## src/design/nrbo_pkg.sv

```systemverilog
// Shared types and constants for the NV12 rectangle border overlay.
`default_nettype none

package nrbo_pkg;

  // Largest frame dimension; wider or taller frame settings saturate to it.
  localparam logic [12:0] MaxFrameDim = 13'd4096;

  localparam int unsigned CfgIndexWidth = 3;
  localparam int unsigned CfgDataWidth  = 24;

  // Configuration register indexes.
  typedef enum logic [CfgIndexWidth-1:0] {
    CfgFrameWidth      = 3'd0,
    CfgFrameHeight     = 3'd1,
    CfgRectLeft        = 3'd2,
    CfgRectTop         = 3'd3,
    CfgRectWidth       = 3'd4,
    CfgRectHeight      = 3'd5,
    CfgBorderRgb       = 3'd6,
    CfgBorderThickness = 3'd7
  } cfg_index_e;

  // One input item: the pixel coordinate under test.
  typedef struct packed {
    logic [11:0] pixel_col;
    logic [11:0] pixel_row;
  } in_item_t;

  // One result item.
  typedef struct packed {
    logic        on_border;
    logic [23:0] luma_address;
    logic [24:0] chroma_address;
    logic [7:0]  luma_value;
    logic [7:0]  cb_value;
    logic [7:0]  cr_value;
  } out_item_t;

  // Stage load enables and stage valid flags from the pipeline control.
  typedef struct packed {
    logic en1;
    logic en2;
    logic en3;
    logic v1;
    logic v2;
    logic v3;
  } pipe_ctl_t;

endpackage

`default_nettype wire

```

## src/design/nrbo_pipe_ctrl.sv

```systemverilog
// Valid bits and per-stage load enables of the three-stage pipeline.
`default_nettype none

module nrbo_pipe_ctrl import nrbo_pkg::*; (
  input  wire logic      clk_i,
  input  wire logic      rst_ni,
  input  wire logic      in_valid_i,
  input  wire logic      out_stall_i,
  output pipe_ctl_t      ctl_o
);

  logic v1_q, v2_q, v3_q;
  logic en1, en2, en3;

  // A stage may load when it is empty or when its contents move on.
  assign en3 = !v3_q || !out_stall_i;
  assign en2 = !v2_q || en3;
  assign en1 = !v1_q || en2;

  // Valid bits travel with the item data.
  always_ff @(posedge clk_i or negedge rst_ni) begin
    if (!rst_ni) begin
      v1_q <= 1'b0;
      v2_q <= 1'b0;
      v3_q <= 1'b0;
    end else begin
      if (en1) v1_q <= in_valid_i;
      if (en2) v2_q <= v1_q;
      if (en3) v3_q <= v2_q;
    end
  end

  assign ctl_o = '{en1: en1, en2: en2, en3: en3, v1: v1_q, v2: v2_q, v3: v3_q};

endmodule

`default_nettype wire

```

## src/design/nrbo_geom.sv

```systemverilog
// Border band test and NV12 luma and chroma address generation, three stages.
`default_nettype none

module nrbo_geom import nrbo_pkg::*; (
  input  wire logic        clk_i,
  input  wire pipe_ctl_t   ctl_i,
  input  wire in_item_t    item_i,
  input  wire logic [12:0] frame_width_i,
  input  wire logic [12:0] frame_height_i,
  input  wire logic [11:0] rect_left_i,
  input  wire logic [11:0] rect_top_i,
  input  wire logic [12:0] rect_width_i,
  input  wire logic [12:0] rect_height_i,
  input  wire logic [7:0]  thickness_i,
  output logic             on_border_o,
  output logic [23:0]      luma_address_o,
  output logic [24:0]      chroma_address_o
);

  // Stage 1 signals.
  logic [12:0] fw, fh;
  logic [13:0] right_edge, bottom_edge;
  logic        in_frame, in_rect, in_band;
  logic        hit1_d, hit1_q;
  logic [11:0] col1_q, row1_q;
  logic [12:0] fw1_q, fh1_q;

  // Stage 2 signals.
  logic [24:0] luma_prod_d, luma_prod_q;
  logic [23:0] chroma_prod_d, chroma_prod_q;
  logic [25:0] frame_prod_d, frame_prod_q;
  logic        hit2_q;
  logic [11:0] col2_q;

  // Stage 3 signals.
  logic [23:0] luma_addr_d, luma_addr_q;
  logic [24:0] chroma_addr_d, chroma_addr_q;
  logic        hit3_q;

  // Saturate the frame size and test the pixel against frame, rectangle and band.
  always_comb begin
    fw = (frame_width_i > MaxFrameDim) ? MaxFrameDim : frame_width_i;
    fh = (frame_height_i > MaxFrameDim) ? MaxFrameDim : frame_height_i;
    right_edge  = {2'b00, rect_left_i} + {1'b0, rect_width_i};
    bottom_edge = {2'b00, rect_top_i} + {1'b0, rect_height_i};
    in_frame = ({1'b0, item_i.pixel_col} < fw) && ({1'b0, item_i.pixel_row} < fh);
    in_rect  = (item_i.pixel_col >= rect_left_i) &&
               ({2'b00, item_i.pixel_col} < right_edge) &&
               (item_i.pixel_row >= rect_top_i) &&
               ({2'b00, item_i.pixel_row} < bottom_edge);
    // The right and bottom tests are moved across so that nothing goes negative.
    in_band  = ({1'b0, item_i.pixel_col} < ({1'b0, rect_left_i} + {5'b0, thickness_i})) ||
               (({2'b00, item_i.pixel_col} + {6'b0, thickness_i}) >= right_edge) ||
               ({1'b0, item_i.pixel_row} < ({1'b0, rect_top_i} + {5'b0, thickness_i})) ||
               (({2'b00, item_i.pixel_row} + {6'b0, thickness_i}) >= bottom_edge);
    hit1_d = in_frame && in_rect && in_band;
  end

  always_ff @(posedge clk_i) begin
    if (ctl_i.en1) begin
      hit1_q <= hit1_d;
      col1_q <= item_i.pixel_col;
      row1_q <= item_i.pixel_row;
      fw1_q  <= fw;
      fh1_q  <= fh;
    end
  end

  // Row offsets and the luma plane size.
  always_comb begin
    luma_prod_d   = 25'(row1_q) * 25'(fw1_q);
    chroma_prod_d = 24'(row1_q[11:1]) * 24'(fw1_q);
    frame_prod_d  = 26'(fw1_q) * 26'(fh1_q);
  end

  always_ff @(posedge clk_i) begin
    if (ctl_i.en2) begin
      luma_prod_q   <= luma_prod_d;
      chroma_prod_q <= chroma_prod_d;
      frame_prod_q  <= frame_prod_d;
      hit2_q        <= hit1_q;
      col2_q        <= col1_q;
    end
  end

  // Final address sums, masked to field width; zero off the border.
  always_comb begin
    luma_addr_d   = '0;
    chroma_addr_d = '0;
    if (hit2_q) begin
      luma_addr_d   = 24'(luma_prod_q + 25'(col2_q));
      chroma_addr_d = 25'(frame_prod_q + 26'(chroma_prod_q) +
                          26'({col2_q[11:1], 1'b0}));
    end
  end

  always_ff @(posedge clk_i) begin
    if (ctl_i.en3) begin
      luma_addr_q   <= luma_addr_d;
      chroma_addr_q <= chroma_addr_d;
      hit3_q        <= hit2_q;
    end
  end

  assign on_border_o      = hit3_q;
  assign luma_address_o   = luma_addr_q;
  assign chroma_address_o = chroma_addr_q;

endmodule

`default_nettype wire

```

## src/design/nrbo_color.sv

```systemverilog
// RGB to YCbCr conversion of the border colour in Q16 fixed point, three stages.
`default_nettype none

module nrbo_color import nrbo_pkg::*; (
  input  wire logic        clk_i,
  input  wire pipe_ctl_t   ctl_i,
  input  wire logic [23:0] border_rgb_i,
  output logic [7:0]       luma_value_o,
  output logic [7:0]       cb_value_o,
  output logic [7:0]       cr_value_o
);

  // Coefficient magnitudes; signs are applied in the final sums.
  localparam logic [15:0] KYr  = 16'd19595;
  localparam logic [15:0] KYg  = 16'd38470;
  localparam logic [15:0] KYb  = 16'd7471;
  localparam logic [15:0] KCbr = 16'd11056;
  localparam logic [15:0] KCbg = 16'd21712;
  localparam logic [15:0] KCbb = 16'd32768;
  localparam logic [15:0] KCrr = 16'd32768;
  localparam logic [15:0] KCrg = 16'd27440;
  localparam logic [15:0] KCrb = 16'd5328;
  localparam logic signed [26:0] ChromaOffset = 27'sd8388608;

  logic [23:0] rgb1_q;
  logic [7:0]  red, grn, blu;
  logic [23:0] yr_d, yg_d, yb_d, cbr_d, cbg_d, cbb_d, crr_d, crg_d, crb_d;
  logic [23:0] yr_q, yg_q, yb_q, cbr_q, cbg_q, cbb_q, crr_q, crg_q, crb_q;
  logic signed [26:0] y_sum, cb_sum, cr_sum;
  logic [7:0]  y_d, cb_d, cr_d;
  logic [7:0]  y_q, cb_q, cr_q;

  // Truncate the Q16 sum and clamp it to 0..255.
  function automatic logic [7:0] clamp_q16(input logic signed [26:0] s);
    logic [7:0] v;
    if (s[26]) begin
      v = 8'd0;
    end else if (|s[25:24]) begin
      v = 8'hFF;
    end else begin
      v = s[23:16];
    end
    return v;
  endfunction

  // Stage 1 takes the colour with the item.
  always_ff @(posedge clk_i) begin
    if (ctl_i.en1) begin
      rgb1_q <= border_rgb_i;
    end
  end

  // Stage 2 forms the nine coefficient products.
  always_comb begin
    red   = rgb1_q[23:16];
    grn   = rgb1_q[15:8];
    blu   = rgb1_q[7:0];
    yr_d  = 24'(red) * 24'(KYr);
    yg_d  = 24'(grn) * 24'(KYg);
    yb_d  = 24'(blu) * 24'(KYb);
    cbr_d = 24'(red) * 24'(KCbr);
    cbg_d = 24'(grn) * 24'(KCbg);
    cbb_d = 24'(blu) * 24'(KCbb);
    crr_d = 24'(red) * 24'(KCrr);
    crg_d = 24'(grn) * 24'(KCrg);
    crb_d = 24'(blu) * 24'(KCrb);
  end

  always_ff @(posedge clk_i) begin
    if (ctl_i.en2) begin
      yr_q  <= yr_d;
      yg_q  <= yg_d;
      yb_q  <= yb_d;
      cbr_q <= cbr_d;
      cbg_q <= cbg_d;
      cbb_q <= cbb_d;
      crr_q <= crr_d;
      crg_q <= crg_d;
      crb_q <= crb_d;
    end
  end

  // Stage 3 adds with signs and offset, then clamps.
  always_comb begin
    y_sum  = $signed(27'(yr_q)) + $signed(27'(yg_q)) + $signed(27'(yb_q));
    cb_sum = $signed(27'(cbb_q)) - $signed(27'(cbr_q)) - $signed(27'(cbg_q)) +
             ChromaOffset;
    cr_sum = $signed(27'(crr_q)) - $signed(27'(crg_q)) - $signed(27'(crb_q)) +
             ChromaOffset;
    y_d  = clamp_q16(y_sum);
    cb_d = clamp_q16(cb_sum);
    cr_d = clamp_q16(cr_sum);
  end

  always_ff @(posedge clk_i) begin
    if (ctl_i.en3) begin
      y_q  <= y_d;
      cb_q <= cb_d;
      cr_q <= cr_d;
    end
  end

  assign luma_value_o = y_q;
  assign cb_value_o   = cb_q;
  assign cr_value_o   = cr_q;

endmodule

`default_nettype wire

```

## src/design/nv12_rect_border_overlay.sv

```systemverilog
// Top level of the NV12 rectangle border overlay: registers, pipeline and checks.
//
//   Channel   Direction  Handshake              Payload
//   in        input      in_valid_i/in_stall_o   in_item_i   (pixel_col, pixel_row)
//   out       output     out_valid_o/out_stall_i out_item_o  (border flag, addresses, YCbCr)
//   cfg       input      cfg_we_i                cfg_index_i, cfg_data_i
//
// An item passes three register stages: band test, address and colour products, final
// sums and clamp. The result is presented from the third stage with out_valid_o.
// One item can enter every cycle while the output is not stalled; the sustained rate is one item per cycle.
// Reset clears the stage valid bits and loads the configuration reset values.
// A stall on the output holds the last stage; earlier empty stages still fill.
`default_nettype none

module nv12_rect_border_overlay import nrbo_pkg::*; (
  input  wire logic                     clk_i,
  input  wire logic                     rst_ni,
  input  wire logic                     in_valid_i,
  output logic                          in_stall_o,
  input  wire in_item_t                 in_item_i,
  output logic                          out_valid_o,
  input  wire logic                     out_stall_i,
  output out_item_t                     out_item_o,
  input  wire logic                     cfg_we_i,
  input  wire logic [CfgIndexWidth-1:0] cfg_index_i,
  input  wire logic [CfgDataWidth-1:0]  cfg_data_i
);

  logic [12:0] frame_width_q, frame_height_q, rect_width_q, rect_height_q;
  logic [11:0] rect_left_q, rect_top_q;
  logic [23:0] border_rgb_q;
  logic [7:0]  thickness_q;
  pipe_ctl_t   ctl;

  // Configuration register writes.
  always_ff @(posedge clk_i or negedge rst_ni) begin
    if (!rst_ni) begin
      frame_width_q  <= 13'd1920;
      frame_height_q <= 13'd1080;
      rect_left_q    <= '0;
      rect_top_q     <= '0;
      rect_width_q   <= '0;
      rect_height_q  <= '0;
      border_rgb_q   <= 24'h0000FF;
      thickness_q    <= 8'd5;
    end else if (cfg_we_i) begin
      case (cfg_index_e'(cfg_index_i))
        CfgFrameWidth:      frame_width_q  <= cfg_data_i[12:0];
        CfgFrameHeight:     frame_height_q <= cfg_data_i[12:0];
        CfgRectLeft:        rect_left_q    <= cfg_data_i[11:0];
        CfgRectTop:         rect_top_q     <= cfg_data_i[11:0];
        CfgRectWidth:       rect_width_q   <= cfg_data_i[12:0];
        CfgRectHeight:      rect_height_q  <= cfg_data_i[12:0];
        CfgBorderRgb:       border_rgb_q   <= cfg_data_i[23:0];
        CfgBorderThickness: thickness_q    <= cfg_data_i[7:0];
        default: begin
        end
      endcase
    end
  end

  // Pipeline control.
  nrbo_pipe_ctrl u_ctrl (
    .clk_i       (clk_i),
    .rst_ni      (rst_ni),
    .in_valid_i  (in_valid_i),
    .out_stall_i (out_stall_i),
    .ctl_o       (ctl)
  );

  // Border test and addresses.
  nrbo_geom u_geom (
    .clk_i            (clk_i),
    .ctl_i            (ctl),
    .item_i           (in_item_i),
    .frame_width_i    (frame_width_q),
    .frame_height_i   (frame_height_q),
    .rect_left_i      (rect_left_q),
    .rect_top_i       (rect_top_q),
    .rect_width_i     (rect_width_q),
    .rect_height_i    (rect_height_q),
    .thickness_i      (thickness_q),
    .on_border_o      (out_item_o.on_border),
    .luma_address_o   (out_item_o.luma_address),
    .chroma_address_o (out_item_o.chroma_address)
  );

  // Border colour conversion.
  nrbo_color u_color (
    .clk_i        (clk_i),
    .ctl_i        (ctl),
    .border_rgb_i (border_rgb_q),
    .luma_value_o (out_item_o.luma_value),
    .cb_value_o   (out_item_o.cb_value),
    .cr_value_o   (out_item_o.cr_value)
  );

  assign in_stall_o  = !ctl.en1;
  assign out_valid_o = ctl.v3;

`ifndef NO_ASSERTIONS
  // Input is held back only when every stage is full and the output is stalled.
  a_stall_only_when_full: assert property (@(posedge clk_i) disable iff (!rst_ni)
    in_stall_o |-> (ctl.v1 && ctl.v2 && ctl.v3 && out_stall_i))
    else $error("input stalled while the pipeline has room");

  // A result off the border carries zero addresses.
  a_off_border_zero: assert property (@(posedge clk_i) disable iff (!rst_ni)
    (out_valid_o && !out_item_o.on_border) |->
      (out_item_o.luma_address == '0 && out_item_o.chroma_address == '0))
    else $error("nonzero address on a result off the border");

  // An item accepted into an empty pipeline moves on from the first stage into the second unless the output stalls.
  a_latency: assert property (@(posedge clk_i) disable iff (!rst_ni)
    (in_valid_i && !in_stall_o && !out_stall_i && !ctl.v1 && !ctl.v2 && !ctl.v3)
      |=> ##1 (ctl.v2 || out_stall_i || $past(out_stall_i)))
    else $error("accepted item did not advance through the pipeline");
`endif

endmodule

`default_nettype wire
```

## config.mk

```make
export PLATFORM = sky130hd
export DESIGN_NAME = nv12_rect_border_overlay
export DESIGN_NICKNAME = d
export VERILOG_FILES = /design/src/design/nrbo_pkg.sv /design/src/design/nrbo_pipe_ctrl.sv /design/src/design/nrbo_geom.sv /design/src/design/nrbo_color.sv /design/src/design/nv12_rect_border_overlay.sv
export SDC_FILE = /design/constraint.sdc
export NUM_CORES = 2
export LEC_CHECK = 0
export BUFFER_PORTS_ARGS = -buffer_cell sky130_fd_sc_hd__buf_2
export CORE_MARGIN = 2
export CORE_UTILIZATION = 50
export CTS_BUF_LIST = sky130_fd_sc_hd__clkbuf_8 sky130_fd_sc_hd__clkbuf_16
export CTS_CLUSTER_DIAMETER = 100
export DETAILED_ROUTE_END_ITERATION = 6
export GPL_TIMING_DRIVEN = 1
export PLACE_DENSITY = 0.66
export SLEW_MARGIN = 30
export SYNTH_ARGS = -nofsm -noshare
export SYNTH_HDL_FRONTEND = slang
export SYNTH_SLANG_ARGS = --single-unit
```

## constraint.sdc

```tcl
create_clock -name clk_i -period 9.6 [get_ports clk_i]
set_input_delay 0 -clock clk_i [delete_from_list [all_inputs] [get_ports clk_i]]
set_output_delay 0 -clock clk_i [all_outputs]
set_load 0.1 [all_outputs]
```

==> implementation parameters <==
Parameter                              Value

Logic synthesis
  Cells after Synth ... roughly 4800
  Top area cells in the synthesized netlist ... edfxtp_1, ha_1, fa_1, inv_1, dfrtp_1
  Dominant cell type by area after synthesis ... edfxtp_1
  Top-area cell type share of the netlist area ... 22.9%
  Most frequently used flop master after synthesis ... edfxtp_1
  Library cells used by synthesis ... 76
  Seq cells post-synth ... 490
  Number of synthesis warnings ... 0
  Syn Nets ... 6051
  Async SR Flop Fraction ... 22.7%
  Count of flip-flops with a built-in enable after synthesis ... 379
  Post-synthesis average cell area ... 10.4 µm²
  Summed instance area of the synthesized netlist ... 49700 µm²
  Sequential element share of the synthesized area ... 28.5%

Finish
  Area delta synth->final ... 10.1%
  Multi-input logic area ... 32400 µm²
  Fill cells ... ~8500
  Number of standard cells in the layout, taps in and fillers out ... 6313
  Fraction of layout instances using a drive strength above 1 ... 8.18%
  Final net count ... 6261
  Sequential cell area ... 14200 µm²

STA
  Accumulated negative setup slack ... 0 ns
  Setup-failing EPs final ... 0
  Max_slew headroom ... 31.9%
  Final Hold Vio Count ... 0
  Max-slew violation count ... 0
  Least-Margin Pin Slew ... 1.02 ns
  Skew final ... 0.0217 ns
  Min Tclk post-route ... 6.59 ns
  Setup repair after global routing missed its margin ... false
  Final cycle utilization of the critical path ... around two thirds
  Peak clock frequency supported by timing ... ~0.15 GHz

Worst hold path
  Worst min-delay path category ... input pin to flip-flop
  Hold Crit Endpoint ... thickness_q[3]
  Start point of the worst min-delay path ... cfg_we_i
  Worst Hold Depth ... 3

Drt
  Routed WL ... 116000 µm
  ANT nets after route ... 0
  Wire per inst ... 18.3 µm
  1st-iter DRT viols ... 2047
  DRC Markers ... 0
  Number of vias in the routed layout ... 34000
  DR pass1 iterations ... 7
  Mean number of vias per cell ... about 5.4

Worst setup path
  Reg2Reg Launch Point ... u_geom.fw1_q[6]
  Cells traversed along the worst timing path ... and2_1 -> fa_1 -> inv_1 -> fa_1 -> inv_1 -> fa_1 -> inv_1 -> fa_1 -> fa_1 -> inv_1 -> ha_1 -> o21ai_0 -> a211oi_1 -> a221oi_1 -> o22ai_1 -> o221a_2 -> a41o_1 -> o21a_1 -> nor2_1 -> xnor2_1
  Most prevalent standard cell on the critical path ... fa_1
  Max incr delay on CP ... about 0.8 ns
  Kind of capture point of the worst setup path ... flip-flop
  CP Class ... flip-flop to flip-flop
  Critical Path Slowest Stage Cell ... edfxtp_1
  Arr. time, crit path ... 6.99 ns
  Crit Path Max Fanout ... 25
  Sort of element at the start of the critical path ... flip-flop
  R2r setup slk ... 3.01 ns
  Total buffers and inverters traversed by the critical path ... 4
  Worst path required time ... 10.00 ns
  Top Family by Delay on Critical Path ... adder cells
  R2r endpoint ... u_geom.frame_prod_q[23]
  Worst R2R Path Depth ... 20

Die
  Die height ... 319 µm
  Initial core utilization ... between 50% and 60%
  Cell row count ... 115
  Width of the die ... 319 µm
  Die Footprint ... 102000 µm²
  Core footprint ... 98400 µm²
  Top Ports ... roughly 130

Global routing
  Overall routing resource usage ... 23.1%
  Number of global-route vias before repair ... around 34000
  Total congestion overflow ... 0
  Initial antenna violation count ... 10
  Pin count of the biggest net entering global routing ... just over 80
  Global-route wire length before repair ... around 190000 µm

Clock tree
  CTS Sinks ... 490
  Clock H-tree levels ... 2
  CTS Buf Count ... 60
  Clock input transition at the sequential cells of the worst setup and hold paths ... around 0.060 ns
  TritonCTS clock tree ... done
  Maximum root-to-sink buffer count ... 3
  Cell at the root of the clock tree ... clkbuf_16
  Buffer count from post-CTS setup fixing ... 0
  Clock latency reported for the late side of the worst-skew pair ... 0.66 ns
  Total of cells resized after clock tree synthesis ... 0

Placed design
  Post-DP HPWL ... 92300 µm
  Final estimated routing congestion in global placement ... a little over 0.9
  Total instance count after detailed placement ... 6116
  Count of port buffers added during placement ... 131

Status
  Result of the run ... complete, no violations

Run
  Max-capacitance violation count ... 0
## cell families (layout without fill, tap and decap cells)
kind of cell | count (synthesis) | after routing | synth area share, %
buffers and inverters | 856 | 1117 | 6.47
adder cells (fa/ha/maj) | 1233 | 1233 | 37.1
XOR/XNOR | 313 | 313 | 5.51
AND/OR/NAND/NOR | 1046 | 1046 | 10.7
other | 0 | 3 | 0
AO/OA/AOI/OAI | 726 | 726 | 9.49
multiplexers | 98 | 98 | 2.21
flip-flops | 490 | 490 | 28.5
## state kept, by name, indices dropped and copies added, names as in the netlist, 13 cells and up
| register | count |
|---|---|
| u_geom.frame_prod_q | 25 |
| frame_height_q | 13 |
| u_geom.luma_prod_q | 24 |
| u_color.cbg_q | 19 |
| u_geom.chroma_address_o | 25 |
| rect_width_q | 13 |
| rect_height_q | 13 |
| border_rgb_q | 24 |
| u_geom.fh1_q | 13 |
| u_color.rgb1_q | 24 |
| u_geom.fw1_q | 13 |
| u_color.crb_q | 15 |
| u_geom.chroma_prod_q | 24 |
| u_color.yr_q | 22 |
| u_color.crg_q | 18 |
| u_color.cbr_q | 15 |
| u_color.yg_q | 19 |
| u_geom.luma_address_o | 24 |
| frame_width_q | 13 |
| u_color.yb_q | 20 |
## final cells by class
class | instances | area share, %
Multi-Input combinational cell | 3416 | 59.1
Sequential cell | 490 | 25.9
Inverter | 775 | 5.31
Timing Repair Buffer | 229 | 2.95
Tap cell | 1287 | 2.94
Clock buffer | 64 | 2.88
Clock inverter | 49 | 0.875
Antenna cell | 3 | 0.0137
## Yosys cell counts, types with 7 or more instances
| cell | instances |
|---|---|
| ha_1 | 828 |
| inv_1 | 775 |
| fa_1 | 405 |
| edfxtp_1 | 379 |
| nand2_1 | 313 |
| a21oi_1 | 247 |
| xnor2_1 | 219 |
| and2_1 | 199 |
| nor2_1 | 160 |
| o21ai_0 | 121 |
| mux2_2 | 96 |
| xor2_1 | 94 |
| dfrtp_1 | 93 |
| a21o_1 | 86 |
| clkbuf_1 | 78 |
| nand2b_1 | 73 |
| nor3_1 | 65 |
| nor2b_1 | 57 |
| nand3_1 | 51 |
| o21a_1 | 42 |
| o21bai_1 | 35 |
| and3_1 | 27 |
| a211oi_1 | 21 |
| nand4_1 | 20 |
| o211ai_1 | 19 |
| dfstp_2 | 18 |
| or3_1 | 17 |
| a31oi_1 | 16 |
| or2_2 | 15 |
| o31ai_1 | 13 |
| a211o_1 | 12 |
| a2111oi_0 | 11 |
| a31o_2 | 10 |
| a21boi_0 | 9 |
| nor3b_1 | 9 |
| nor4_1 | 8 |
| and4_1 | 7 |
## what timing repair did
action                                  in CTS  in global routing
endpoints found under the setup margin       0                  0
hold buffers                                76                  1
endpoints found under the hold margin      198                 43
## cell usage in the layout, fill, tap and decap left out, types with 27 or more instances in the layout
cell type      synthesis  final
nor2_1               160    160
inv_1                775    782
nand2_1              313    312
and3_1                27     27
o21bai_1              35     35
clkbuf_16              0     62
o21a_1                42     42
o21ai_0              121    121
xnor2_1              219    219
a21oi_1              247    247
mux2_2                96     96
nor2b_1               57     57
nor3_1                65     62
nand2b_1              73     73
fa_1                 405    405
xor2_1                94     94
nand3_1               51     50
dfrtp_1               93     93
and2_1               199    199
buf_2                  1    130
edfxtp_1             379    379
a21o_1                86     86
ha_1                 828    828
dlygate4sd3_1          0     77
## metal layers
layer / part of all wire [%] / GRT usage, %
met1: 49 / 34.2
met2: 42 / 34.5
met3: 7.0 / 5.06
met4: 2.0 / 5.37
met5: 0.019 / 0
## worst register-to-register path, cell delays in order, from the launching register on
cell and delay (ns):
edfxtp_1 0.80, and2_1 0.34, fa_1 0.50, inv_1 0.05
fa_1 0.53, inv_1 0.05, fa_1 0.49, inv_1 0.05
fa_1 0.46, fa_1 0.54, inv_1 0.04, ha_1 0.34
o21ai_0 0.27, a211oi_1 0.12, a221oi_1 0.54, o22ai_1 0.27
o221a_2 0.34, a41o_1 0.26, o21a_1 0.17, nor2_1 0.11
xnor2_1 0.07
## stage by stage
step / area [µm²] / hold WS, ns / utilization [%] / setup slack [ns]
floorplan: 49700 / -0.296 / - / 0.797
global placement: 51900 / 0.178 / 52.7 / 3.13
detailed placement: 51900 / 0.180 / 52.7 / 3.04
CTS: 54700 / 0.00672 / 55.6 / 3.02
global route: 54800 / 0.0797 / 55.6 / 2.81
finish: 54800 / 0.0829 / 55.6 / 3.01
## worst max-delay path by stage
stage | from | to | slack (ns) | cells past startpoint
floorplan | u_ctrl.v3_q | u_color.cbb_q[15] | 0.80 | 1
global placement | u_geom.fw1_q[6] | u_geom.frame_prod_q[23] | 3.13 | 20
detailed placement | u_geom.fw1_q[7] | u_geom.frame_prod_q[23] | 3.04 | 20
CTS | u_geom.fw1_q[7] | u_geom.frame_prod_q[23] | 3.02 | 20
global route | u_geom.fw1_q[6] | u_geom.frame_prod_q[24] | 2.81 | 20
finish | u_geom.fw1_q[6] | u_geom.frame_prod_q[23] | 3.01 | 20
Power is left out: the tool's default activity adds up to more than one toggle a clock period on the data nets, which glitch-free logic cannot reach.
